### src/mrrb_pkg.sv
`timescale 1ns / 1ps
`default_nettype none

package mrrb_pkg;

  // default sizes
  localparam int unsigned BufLenDef     = 1024;
  localparam int unsigned NumReadersDef = 4;

  // request function codes
  localparam logic [2:0] FN_WRITE = 3'd0;
  localparam logic [2:0] FN_OPEN  = 3'd1;
  localparam logic [2:0] FN_CLOSE = 3'd2;
  localparam logic [2:0] FN_READ  = 3'd3;
  localparam logic [2:0] FN_CLEAR = 3'd4;

  // result status codes
  localparam logic [2:0] ST_OK       = 3'd0;
  localparam logic [2:0] ST_BAD_NUM  = 3'd1;
  localparam logic [2:0] ST_NOT_OPEN = 3'd2;
  localparam logic [2:0] ST_NO_SLOT  = 3'd3;
  localparam logic [2:0] ST_EMPTY    = 3'd4;

  typedef struct packed {
    logic [2:0] func;
    logic [3:0] reader_number;
    logic [7:0] data_byte;
  } req_t;

  typedef struct packed {
    logic [2:0] status;
    logic [7:0] read_byte;
    logic       byte_valid;
    logic [3:0] opened_reader;
    logic [9:0] pending_count;
  } rsp_t;

  // ring store access from the controller
  typedef struct packed {
    logic wr_en;
    logic rd_en;
  } ram_ctl_t;

endpackage

`default_nettype wire

### src/mrrb_ctrl.sv
`timescale 1ns / 1ps
`default_nettype none

module mrrb_ctrl #(
  parameter int unsigned BufLen     = 1024,
  parameter int unsigned NumReaders = 4,
  parameter int unsigned PtrW       = 10
) (
  input  wire                 clk_i,
  input  wire                 rst_ni,
  input  wire                 accept_i,
  input  wire mrrb_pkg::req_t req_i,
  output mrrb_pkg::ram_ctl_t  ram_ctl_o,
  output logic [PtrW-1:0]     ram_addr_o,
  input  wire  [7:0]          ram_rdata_i,
  output logic                done_o,
  output mrrb_pkg::rsp_t      rsp_o
);
  import mrrb_pkg::*;

  localparam int unsigned SlotW  = (NumReaders > 1) ? $clog2(NumReaders) : 1;
  localparam int unsigned PendW  = $bits(rsp_o.pending_count);
  localparam int unsigned NumW   = $bits(req_i.reader_number);
  localparam int unsigned OpenW  = $bits(rsp_o.opened_reader);
  localparam logic [PtrW-1:0] LastPtr = PtrW'(BufLen - 1);
  localparam logic [PtrW:0]   LenExt  = (PtrW + 1)'(BufLen);

  // pointer state
  logic [PtrW-1:0]       wp_q, wp_d;
  logic [PtrW-1:0]       head_q [NumReaders];
  logic [PtrW-1:0]       head_d [NumReaders];
  logic [NumReaders-1:0] active_q, active_d;

  // result register
  logic             done_q;
  logic [2:0]       status_q, status_d;
  logic             valid_q, valid_d;
  logic [OpenW-1:0] opened_q, opened_d;
  logic [PendW-1:0] pend_q, pend_d;

  logic                  num_ok;
  logic [SlotW-1:0]      slot;
  logic [PtrW-1:0]       cur_head;
  logic [PtrW-1:0]       next_head;
  logic                  free_found;
  logic [SlotW-1:0]      free_idx;
  logic [NumReaders-1:0] others;

  function automatic logic [PtrW-1:0] advance(input logic [PtrW-1:0] p);
    logic [PtrW-1:0] r;
    r = (p == LastPtr) ? '0 : p + PtrW'(1);
    return r;
  endfunction

  // modular distance from head to tail
  function automatic logic [PendW-1:0] distance(input logic [PtrW-1:0] w,
                                                input logic [PtrW-1:0] h);
    logic [PtrW:0] d;
    if (w >= h) begin
      d = {1'b0, w} - {1'b0, h};
    end else begin
      d = {1'b0, w} + LenExt - {1'b0, h};
    end
    return PendW'(d[PtrW-1:0]);
  endfunction

  // reader number decode
  always_comb begin
    num_ok = (req_i.reader_number != '0) &&
             (req_i.reader_number <= NumW'(NumReaders));
    slot     = num_ok ? SlotW'(req_i.reader_number - NumW'(1)) : '0;
    cur_head = head_q[slot];
    next_head = advance(cur_head);
  end

  // lowest free slot
  always_comb begin
    free_found = 1'b0;
    free_idx   = '0;
    for (int j = NumReaders - 1; j >= 0; j--) begin
      if (!active_q[j]) begin
        free_found = 1'b1;
        free_idx   = SlotW'(j);
      end
    end
  end

  // request decode and next state
  always_comb begin
    wp_d      = wp_q;
    head_d    = head_q;
    active_d  = active_q;
    status_d  = ST_OK;
    valid_d   = 1'b0;
    opened_d  = '0;
    pend_d    = '0;
    others    = active_q;
    others[slot] = 1'b0;
    ram_ctl_o  = '0;
    ram_addr_o = cur_head;

    case (req_i.func)
      FN_OPEN: begin
        if (!free_found) begin
          status_d = ST_NO_SLOT;
        end else begin
          wp_d               = (active_q == '0) ? '0 : wp_q;
          head_d[free_idx]   = wp_d;
          active_d[free_idx] = 1'b1;
          opened_d           = OpenW'(free_idx) + OpenW'(1);
        end
      end
      FN_WRITE: begin
        ram_ctl_o.wr_en = accept_i;
        ram_addr_o      = wp_q;
        wp_d            = advance(wp_q);
        if (num_ok && active_q[slot]) begin
          pend_d = distance(wp_d, cur_head);
        end
      end
      FN_CLOSE, FN_READ, FN_CLEAR: begin
        if (!num_ok) begin
          status_d = ST_BAD_NUM;
        end else if (!active_q[slot]) begin
          status_d = ST_NOT_OPEN;
        end else begin
          case (req_i.func)
            FN_CLOSE: begin
              active_d[slot] = 1'b0;
              head_d[slot]   = '0;
              if (others == '0) begin
                wp_d = '0;
              end
            end
            FN_READ: begin
              if (cur_head == wp_q) begin
                status_d = ST_EMPTY;
              end else begin
                ram_ctl_o.rd_en = accept_i;
                valid_d         = 1'b1;
                head_d[slot]    = next_head;
                pend_d          = distance(wp_q, next_head);
              end
            end
            default: begin
              head_d[slot] = wp_q;
            end
          endcase
        end
      end
      default: begin
        if (num_ok && active_q[slot]) begin
          pend_d = distance(wp_q, cur_head);
        end
      end
    endcase
  end

  // pointer and slot registers
  always_ff @(posedge clk_i or negedge rst_ni) begin
    if (!rst_ni) begin
      wp_q     <= '0;
      active_q <= '0;
      done_q   <= 1'b0;
      for (int i = 0; i < NumReaders; i++) begin
        head_q[i] <= '0;
      end
    end else begin
      done_q <= accept_i;
      if (accept_i) begin
        wp_q     <= wp_d;
        active_q <= active_d;
        head_q   <= head_d;
      end
    end
  end

  // result payload
  always_ff @(posedge clk_i) begin
    if (accept_i) begin
      status_q <= status_d;
      valid_q  <= valid_d;
      opened_q <= opened_d;
      pend_q   <= pend_d;
    end
  end

  // read byte comes straight from the store's output register
  always_comb begin
    rsp_o.status        = status_q;
    rsp_o.read_byte     = valid_q ? ram_rdata_i : '0;
    rsp_o.byte_valid    = valid_q;
    rsp_o.opened_reader = opened_q;
    rsp_o.pending_count = pend_q;
  end

  assign done_o = done_q;

endmodule

`default_nettype wire

### config.mk
export PLATFORM = sky130hd
export DESIGN_NAME = mrrb_ctrl
export DESIGN_NICKNAME = d
export VERILOG_FILES = /design/src/mrrb_pkg.sv /design/src/mrrb_ctrl.sv
export SDC_FILE = /design/constraint.sdc
export NUM_CORES = 1
export LEC_CHECK = 0
export ABC_AREA = 0
export BUFFER_PORTS_ARGS = -buffer_cell sky130_fd_sc_hd__buf_2
export CAP_MARGIN = 10
export CORE_ASPECT_RATIO = 1.1
export CORE_MARGIN = 5
export CORE_UTILIZATION = 54
export CTS_CLUSTER_DIAMETER = 200
export DETAILED_ROUTE_END_ITERATION = 10
export PLACE_DENSITY_LB_ADDON = 0.12
export SYNTH_ARGS = -nofsm -noshare
export SYNTH_HDL_FRONTEND = slang
export SYNTH_SLANG_ARGS = --single-unit
### constraint.sdc
create_clock -name clk_i -period 3.7 [get_ports clk_i]
set_clock_uncertainty 0.05 [all_clocks]
set_input_delay 0.185 -clock clk_i [delete_from_list [all_inputs] [get_ports clk_i]]
set_output_delay 0.185 -clock clk_i [all_outputs]
set_load 0.005 [all_outputs]
### Yosys cells after proc, flatten, opt, wreduce, memory -nomap -nowiden

Index checks and enable logic that the tools add are counted.

* output and inout port bits: 39
* flip-flop bits (word level): 73
* input bits: 26
* logic and storage cells: 143

* $lt $le $gt $ge: 12
* reductions and logical operators: 18
* equality and inequality tests: 13
* $add $sub $neg: 12
* mux-type cells: 70
* bitwise logic cells: 7

Operators by type and width (count)
* $mux 10: 22
* $mux 40: 4
* $pmux 40 s2: 2
* $bwmux 40: 3
* $pmux 10 s3: 2
* $sub 10x10->10: 6
* $add 10x1->10 const B: 4
* $and 40x40->40: 1
* $demux 10 s2: 2
* $not 40->40: 1
* $ge 10x10->1: 3
* $bmux 10 s2: 1
* $eq 10x10->1 const B: 2
* $mux 4: 4
* $mux 1: 14
* $mux 2: 6
* $mux 3: 4
* $reduce_and 6->1: 2
* $eq 10x10->1: 1
* $ne 2x2->1 const B: 5
* $logic_not 4->1: 2
* $mux 8: 1
* $pmux 4 s2: 1
* $reduce_and 7->1: 1
* 26 further kinds: 38

### Longest topological paths before layout

Gate-level depths: netlist (run 1).

* depth after elaboration: 16
* depth in mapped cells: 24
* depth with buffers taken out: 22

### Worst setup path after synthesis (run 1)

OpenSTA, ideal clock, no wires.

* path type: input-to-reg
* start point: input req_i[8] (netlist bit)
* end point: register pend_q[8] (data pin)
* required time: 3.384 ns
* stages: 24
* path slack: -0.902 ns
* library setup time: 0.266 ns
* data arrival time: 4.286 ns
* path buffers: 2
* cells stage by stage: buf_4 -> inv_1 -> ha_1 -> or3b_1 -> buf_2 -> or2_4 -> o221ai_4 -> inv_4 -> ha_1 -> nand3_1 -> nor4_2 -> or2_2 -> inv_1 -> ha_1 -> inv_1 -> fa_1 -> a21o_1 -> a21o_1 -> a21o_1 -> a21oi_1 -> o21ai_0 -> xor2_1 -> a22oi_1 -> o21ai_0

* longest elaborated chain between the ends: 16
* elaborated cells between the ends (all ways): 35
* classes of those cells: 8 x add/sub; 4 x order compare; 2 x eq/ne; 17 x mux; 1 x bitwise; 3 x reduce/logical

Ends and longest elaborated chain
* start, declared: line mrrb_ctrl.sv:12 `input wire mrrb_pkg::req_t req_i,`
* $le 4x3->1 or $reduce_bool 4->1 (tied branches): line mrrb_ctrl.sv:70, mrrb_ctrl.sv:69
* $logic_and 1x1->1: line mrrb_ctrl.sv:69 `num_ok = (req_i.reader_number != '0) &&`
* $mux 2: line mrrb_ctrl.sv:71 `slot = num_ok ? SlotW'(req_i.reader_number - NumW'(1)) : '0;`
* $not 2->3 (implied by the code): line mrrb_ctrl.sv:72 `cur_head = head_q[slot];`
* $bmux 10 s2: line mrrb_ctrl.sv:72
* $mux 10 (implied by the code) (2 in a row): line mrrb_ctrl.sv:72
* $add 10x1->10 or $eq 10x10->1 (tied branches): line mrrb_ctrl.sv:51 `r = (p == LastPtr) ? '0 : p + PtrW'(1);`
* $mux 10: line mrrb_ctrl.sv:51
* $sub 10x10->10 (tied with other cells): line mrrb_ctrl.sv:62 `d = {1'b0, w} + LenExt - {1'b0, h};`
* $mux 10: line mrrb_ctrl.sv:59 `if (w >= h) begin`
* $mux 10: line mrrb_ctrl.sv:136 `if (cur_head == wp_q) begin`
* $mux 10: line mrrb_ctrl.sv:127 `case (req_i.func)`
* $mux 10: line mrrb_ctrl.sv:124 `end else if (!active_q[slot]) begin`
* $mux 10: line mrrb_ctrl.sv:122 `if (!num_ok) begin`
* $pmux 10 s3 *: line mrrb_ctrl.sv:102 `case (req_i.func)`
* named net pend_d[8]: line mrrb_ctrl.sv:39 `logic [PendW-1:0] pend_q, pend_d;`
* end signal, assigned: line mrrb_ctrl.sv:184 `pend_q <= pend_d;`
* end, declared: line mrrb_ctrl.sv:39

Mark *: on every way through the listed nets, which the timed path passes. The rest lies on a longest branch. The select of a mux whose other input is x is not followed.
A chain may end at the register's enable or synchronous reset.

### Worst setup path after layout (run 1)

* start point: input req_i[9] (netlist bit)
* end point: register pend_q[8] (data pin)

Same word-level chain as after synthesis.

==> results.sh, run 1 <==
export IMPL_final_setup_worst_slack_ps=-48.96
export IMPL_maxCapViolCount=0
export IMPL_irDropWorstVdd_mv=0.2973
export IMPL_clk_latency_ps=350
export IMPL_boundaryPins=65
export IMPL_drtIter0Drc=663
export IMPL_dp_cells=967
export IMPL_cts_tree="done"
export IMPL_tightest_slew_ps=945.4
export IMPL_hold_start="accept_i"
export IMPL_yosysSeqAreaShare_pct=32.05
export IMPL_setup_viol=3
export IMPL_rsz0062_at_grt="true"
export IMPL_overflow=0
export IMPL_cts_reportedPaths_clkPinSlew_ps=60
export IMPL_regToRegSetupSlack_ps=120
export IMPL_grt_pass1_vias=6137
export IMPL_diodes=0
export IMPL_synth_edff_count=17
export IMPL_nets=907
export IMPL_cts_sinks=72
export IMPL_die_w_um=109.6
export IMPL_die_area_sq_um=13090
export IMPL_synth_area_leader_cell="dfrtp_1"
export IMPL_fp_coreArea_sq_um=10810
export IMPL_r2r_start="wp_q[2]$_DFFE_PN0P_"
export IMPL_dpl_hpwl_mm=16.80
export IMPL_min_period_ps=3749
export IMPL_seqCellArea_sq_um=1887
export IMPL_viasPerCell=6.309
export IMPL_slew_headroom_pct=36.97
export IMPL_design_area_sq_um=7747
export IMPL_die_h_um=119.5
export IMPL_drc=0
export IMPL_setup_worst_path_class="input pin to flip-flop"
export IMPL_antenna_found_initial=0
export IMPL_async_flop_share_pct=76.39
export IMPL_synth_distinct_cells=80
export IMPL_final_layout_size_suffix_gt1_share_pct=31.51
export IMPL_final_antenna_net_count=0
export IMPL_max_freq_mhz=266.7
export IMPL_report_final_hold_viol_count=0
export IMPL_grtUsageTotal_pct=33.92
export IMPL_power_density_nw_per_um2=560.9
export IMPL_synthFlopType="dfrtp_1"
export IMPL_outcome="complete, but fails checks"
export IMPL_cts_buffers=9
export IMPL_clockBufferDepth=2
export IMPL_htreeDepth=3
export IMPL_end_kind="flip-flop"
export IMPL_routed_via_count=6334
export IMPL_yosys_top_cells_count="nand2_1 (82), o21ai_0 (59), dfrtp_1 (55)"
export IMPL_fin_cells=1004
export IMPL_start_kind="input pin"
export IMPL_syn_to_final_growth_pct=31.60
export IMPL_fin_crit_sh_pct=101.3
export IMPL_cp_required_ps=3750
export IMPL_reg2reg_to="pend_q[9]$_DFFE_PP_"
export IMPL_power_leakage_nw=3.440
export IMPL_row_count=40
export IMPL_postSynthAreaPerCell_sq_um=8.569
export IMPL_wirelength_mm=21.91
export IMPL_holdPathEnd="done_o$_DFF_PN0_"
export IMPL_synth_cell_area_sq_um=5887
export IMPL_hold_depth=2
export IMPL_port_buffers=55
export IMPL_root_buffer="clkbuf_16"
export IMPL_reg2regPathDepth=13
export IMPL_ys_top_cells_by_area="dfrtp_1 (23%), edfxtp_1 (8.7%), ha_1 (6.0%)"
export IMPL_synth_top_cell_area_share_pct=23.38
export IMPL_ys_ff_latch=72
export IMPL_critPathMaxFanout=6
export IMPL_failed_checks="setup timing"
export IMPL_synthCells=687
export IMPL_grt_max_degree=56
export IMPL_wl_per_cell_um=21.83
export IMPL_hold_class="input pin to flip-flop"
export IMPL_post_dp_cell_area_sq_um=7153
export IMPL_grt_pass1_wl_mm=33.78
export IMPL_firstDrtPassIters=6
export IMPL_synthesis_nets=742
export IMPL_place_congestion=1.009
export IMPL_initial_core_util_pct=54.46
export IMPL_slew_violations=0
export IMPL_nFillCells=877
export IMPL_multi_input_area_sq_um=3886
export IMPL_yosys_warnings=0
export IMPL_arrival_ps=3800
export IMPL_synth_most_common_cell="nand2_1"
## metal layers
layer  wire length (um)  GRT usage (%)  share of wire (%)
met1               8502          41.93                 39
met2              10260          55.04                 47
met3               1785          6.939                8.1
met4               1370          18.08                6.3
met5                  0              0                  0
## worst max-delay path, cell delays in order
cell,delay (ps)
buf_6,90
inv_4,50
ha_4,200
or3b_4,380
or2_4,310
buf_6,130
o2111a_1,250
nand4_1,160
nor4_4,60
or2_4,240
inv_4,60
ha_4,130
inv_4,40
fa_2,330
a21o_1,170
a21o_1,190
a21o_1,160
a21oi_2,160
o21ai_2,70
xor2_1,170
a22oi_1,160
o21ai_1,90
## power breakdown
part | leakage (nW) | total, W | internal [W] | switching, W
Clock | 0.146 | 0.000897 | 0.000523 | 0.000374
Combinational | 2.38 | 0.00241 | 0.00113 | 0.00128
Sequential | 0.912 | 0.00104 | 0.000915 | 0.000124
Total | 3.44 | 0.00435 | 0.00257 | 0.00177
## cells in the final DEF, fill, tap and decap left out, drive strengths merged, types with 6 or more instances in the layout
cell / netlist / final
a211oi: 7 / 7
a21o: 13 / 13
a21oi: 27 / 27
a22o: 34 / 34
a22oi: 16 / 16
and2: 16 / 16
and3: 6 / 6
buf: 18 / 195
clkbuf: 24 / 9
dfrtp: 55 / 55
edfxtp: 17 / 17
ha: 28 / 28
inv: 26 / 29
nand2: 82 / 82
nand2b: 7 / 7
nand3: 18 / 18
nand4: 6 / 6
nor2: 50 / 50
nor3: 25 / 25
o21ai: 71 / 71
o221ai: 6 / 6
o2bb2ai: 10 / 10
or3: 14 / 14
xnor2: 29 / 29
xor2: 12 / 12
## final cells by class
class	count	area share [%]
clock buffers	9	2.907
clock inverters	7	0.8882
inverters	26	1.421
multi-input cells	547	50.16
flip-flops and latches	72	24.35
well taps	147	2.374
repair buffers	196	17.89
## worst max-delay path by stage
stage	startpoint	to	slack, ps	cells past startpoint
global route	req_i[9]	pend_q[8]$_DFFE_PP_	-230	23
CTS	req_i[8]	pend_q[9]$_DFFE_PP_	-110	22
finish	req_i[9]	pend_q[8]$_DFFE_PP_	-50	22
global placement	req_i[9]	pend_q[8]$_DFFE_PP_	-470	23
floorplan	req_i[8]	pend_q[8]$_DFFE_PP_	-550	23
detailed placement	req_i[9]	pend_q[8]$_DFFE_PP_	-530	23
## flip-flops by register name (all words and copies together), names as in the netlist
| signal | flops |
|---|---|
| pend_q | 10 |
| done_o | 1 |
| status_q | 3 |
| opened_q | 3 |
| wp_q | 10 |
| active_q | 4 |
| valid_q | 1 |
| head_q | 40 |
## cell families after synthesis
| group | Yosys count | synth area share, % |
|---|---|---|
| xor+xnor | 41 | 6.546 |
| fa+ha+maj | 30 | 6.461 |
| simple gates | 250 | 21.51 |
| compound gates | 224 | 28.03 |
| buf+inv | 68 | 5.165 |
| other cells | 1 | 0.06370 |
| mux | 1 | 0.1700 |
| flops | 72 | 32.05 |
## through the flow
| stage | power, W | TNS (ps) | util (%) | hold WS, ps | setup WS (ps) |
|---|---|---|---|---|---|
| floorplan | 0.002355 | -2111 | - | -160.6 | -551.0 |
| global placement | 0.003202 | -4448 | 66.17 | 308.7 | -471.9 |
| detailed placement | 0.003240 | -6105 | 66.17 | 321.2 | -533.5 |
| CTS | 0.004238 | -200.0 | 70.65 | 234.2 | -111.8 |
| global route | 0.004552 | -614.8 | 71.67 | 233.1 | -226.9 |
| finish | 0.004346 | -125.6 | 71.67 | 235.4 | -48.96 |
## what timing repair did
action                                  4_1_cts  5_1_grt
cloned                                        0        1
endpoints found under the setup margin        6        7
hold endpoints to repair                     55        0
hold buffers                                  1        0
resized for setup                            21       10
pin swaps                                    28       24
buffers inserted                             11       11
(Power assumes the default switching activity.)
==> inputs of run 2 (changes only) <==
--- a/config.mk
+++ b/config.mk
@@ -8,9 +8,11 @@
 export ABC_AREA = 0
 export BUFFER_PORTS_ARGS = -buffer_cell sky130_fd_sc_hd__buf_2
 export CAP_MARGIN = 10
+export CELL_PAD_IN_SITES_DETAIL_PLACEMENT = 2
+export CELL_PAD_IN_SITES_GLOBAL_PLACEMENT = 2
 export CORE_ASPECT_RATIO = 1.1
 export CORE_MARGIN = 5
-export CORE_UTILIZATION = 54
+export CORE_UTILIZATION = 37
 export CTS_CLUSTER_DIAMETER = 200
 export DETAILED_ROUTE_END_ITERATION = 10
 export PLACE_DENSITY_LB_ADDON = 0.12
==> constraint.sdc (replaced) <==
create_clock -name clk_i -period 4.1 [get_ports clk_i]
set_clock_uncertainty 0.05 [all_clocks]
set_input_delay 0.205 -clock clk_i [delete_from_list [all_inputs] [get_ports clk_i]]
set_output_delay 0.205 -clock clk_i [all_outputs]
set_load 0.005 [all_outputs]
==> results.sh, run 2 (synthesized netlist as in run 1, its figures left out) <==
export IMPL_outcome="finished clean"
export IMPL_regToRegSetupSlack_ps=430
export IMPL_final_antenna_net_count=0
export IMPL_antenna_found_initial=0
export IMPL_firstDrtPassIters=5
export IMPL_tightest_slew_ps=1007
export IMPL_die_h_um=142.3
export IMPL_cp_startpoint="req_i[8]"
export IMPL_drtIter0Drc=447
export IMPL_max_freq_mhz=253.1
export IMPL_root_buffer="clkbuf_16"
export IMPL_reg2regPathDepth=20
export IMPL_cp_required_ps=4140
export IMPL_reg2reg_to="pend_q[8]$_DFFE_PP_"
export IMPL_reg_top3="head_q: 40 flops, pend_q: 10 flops, wp_q: 10 flops"
export IMPL_crit_end="pend_q[8]$_DFFE_PP_"
export IMPL_largest_register_ff_count=40
export IMPL_report_final_hold_viol_count=0
export IMPL_wl_per_cell_um=27.34
export IMPL_final_cell_mix="buf_4 (113), nand2_1 (82), o21ai_0 (55), dfrtp_1 (55), buf_2 (54)"
export IMPL_p_sw_w=0.001732
export IMPL_clkPwrFrac_pct=20.4
export IMPL_setup_worst_path_class="input pin to flip-flop"
export IMPL_r2r_start="head_q[21]$_DFFE_PN0P_"
export IMPL_die_w_um=130.3
export IMPL_p_int_w=0.002246
export IMPL_grt_pass1_wl_mm=42.85
export IMPL_fp_coreArea_sq_um=15680
export IMPL_die_area_sq_um=18540
export IMPL_irDropWorstVdd_mv=0.1979
export IMPL_critPathMaxFanout=5
export IMPL_grtUsageTotal_pct=31.05
export IMPL_grt_pass1_vias=7136
export IMPL_fin_crit_sh_pct=96.35
export IMPL_setup_viol=0
export IMPL_cts_tree="done"
export IMPL_maxCapViolCount=0
export IMPL_min_period_ps=3950
export IMPL_overflow=0
export IMPL_row_count=48
export IMPL_routed_via_count=6358
export IMPL_clockBufferDepth=2
export IMPL_dpl_hpwl_mm=22.23
export IMPL_timing_hold_ws_ps=245.4
export IMPL_boundaryPins=65
export IMPL_final_layout_size_suffix_gt1_share_pct=29.38
export IMPL_slew_violations=0
export IMPL_syn_to_final_growth_pct=29.08
export IMPL_combPwrFrac_pct=56.1
export IMPL_cts_reportedPaths_clkPinSlew_ps=60
export IMPL_cts_buffers=9
export IMPL_top_register="head_q"
export IMPL_switching_share_pct=43.54
export IMPL_power_leakage_nw=3.323
export IMPL_grt_max_degree=39
export IMPL_final_common_cell="buf_4"
export IMPL_post_dp_cell_area_sq_um=7142
export IMPL_initial_core_util_pct=37.56
export IMPL_pwr_share_seq_pct=23.5
export IMPL_viasPerCell=6.149
export IMPL_wirelength_mm=28.27
export IMPL_end_kind="flip-flop"
export IMPL_diodes=0
export IMPL_drc=0
export IMPL_arrival_ps=3990
export IMPL_design_area_sq_um=7599
export IMPL_cts_sinks=72
export IMPL_finalSetupTns_ps=0
export IMPL_clk_latency_ps=350
export IMPL_slew_headroom_pct=32.89
export IMPL_nets=884
export IMPL_port_buffers=55
export IMPL_power_density_nw_per_um2=523.5
export IMPL_hold_class="input pin to flip-flop"
export IMPL_place_congestion=0.9531
export IMPL_htreeDepth=3
export IMPL_start_kind="input pin"
[run 2: changes by cell type in the layout (fill, tap and decap cells not counted), moves of 2 or more]
cell and delta:
o2111a_1 -2, o2111a_2 +2, inv_4 -4, inv_2 +2
clkbuf_8 +2, buf_6 -4, buf_4 -20
[run 2: layout make-up]
cell class / count / area (sq um)
timing repair buffer: 173 / 1211
tap: 200 / 250.2
multi-input combinational: 547 / 3842
clock inverter: 3 / 21.27
sequential: 72 / 1887
inverter: 26 / 105.1
fill: 1746 / 8077
clock buffer: 13 / 281.5
[run 2: power groups by stage]
stage / Combinational, W / Clock (W) / Sequential, W
6_report: 0.00223 / 0.000812 / 0.000933
3_3_place_gp: 0.00203 / 0 / 0.000932
4_1_cts: 0.00218 / 0.000819 / 0.000929
5_1_grt: 0.00238 / 0.000845 / 0.000940
2_1_floorplan: 0.00123 / 0 / 0.000896
3_5_place_dp: 0.00215 / 0 / 0.000940
[run 2: stage by stage]
step,cells,utilization (%),setup WS (ps),power [W]
2_1_floorplan,687,-,-171.0,0.002126
3_3_place_gp,1008,45.56,-217.0,0.002966
3_5_place_dp,1008,45.56,-391.0,0.003095
4_1_cts,1025,47.63,15.23,0.003931
5_1_grt,1034,48.48,-17.59,0.004161
6_report,1034,48.48,149.7,0.003978
[run 2: worst min path at each step]
stage                                    to  cells past startpoint  slack (ps)  startpoint
floorplan           active_q[0]$_DFFE_PN0P_                      0        -140      rst_ni
global placement    active_q[0]$_DFFE_PN0P_                      1         130      rst_ni
detailed placement  active_q[2]$_DFFE_PN0P_                      1         130      rst_ni
CTS                        done_o$_DFF_PN0_                      2         250    accept_i
global route               done_o$_DFF_PN0_                      2         260    accept_i
finish                     done_o$_DFF_PN0_                      2         250    accept_i
[run 2: what timing repair did]
item,4_1_cts,5_1_grt
gates resized for setup,1,19
endpoints found under the hold margin,17,0
buffers inserted,0,9
pin swaps,0,16
endpoints found under the setup margin,3,20
hold buffers,1,0
[run 2: critical path, stage by stage]
cell and delay, ps:
buf_4 130, inv_4 50, ha_4 200, or3_4 400, buf_6 130, or3_4 350, o2111a_2 200, nand4_1 170
nor4_4 80, or2_4 250, inv_4 70, ha_4 120, inv_2 40, fa_2 330, a21o_1 170, a21o_1 170
a21o_1 190, a21oi_2 200, o21ai_2 80, xor2_1 170, a22oi_1 180, o21ai_1 80
[run 2: routing by layer]
metal | wire [um] | share of wire [%] | GRT usage [%] | vias up
li1 | - | - | - | 2805
met1 | 11080 | 39 | 35.50 | 3279
met2 | 14490 | 51 | 54.51 | 192
met3 | 951 | 3.4 | 4.730 | 82
met4 | 1759 | 6.2 | 17.83 | 0
met5 | 0 | 0 | 0 | -
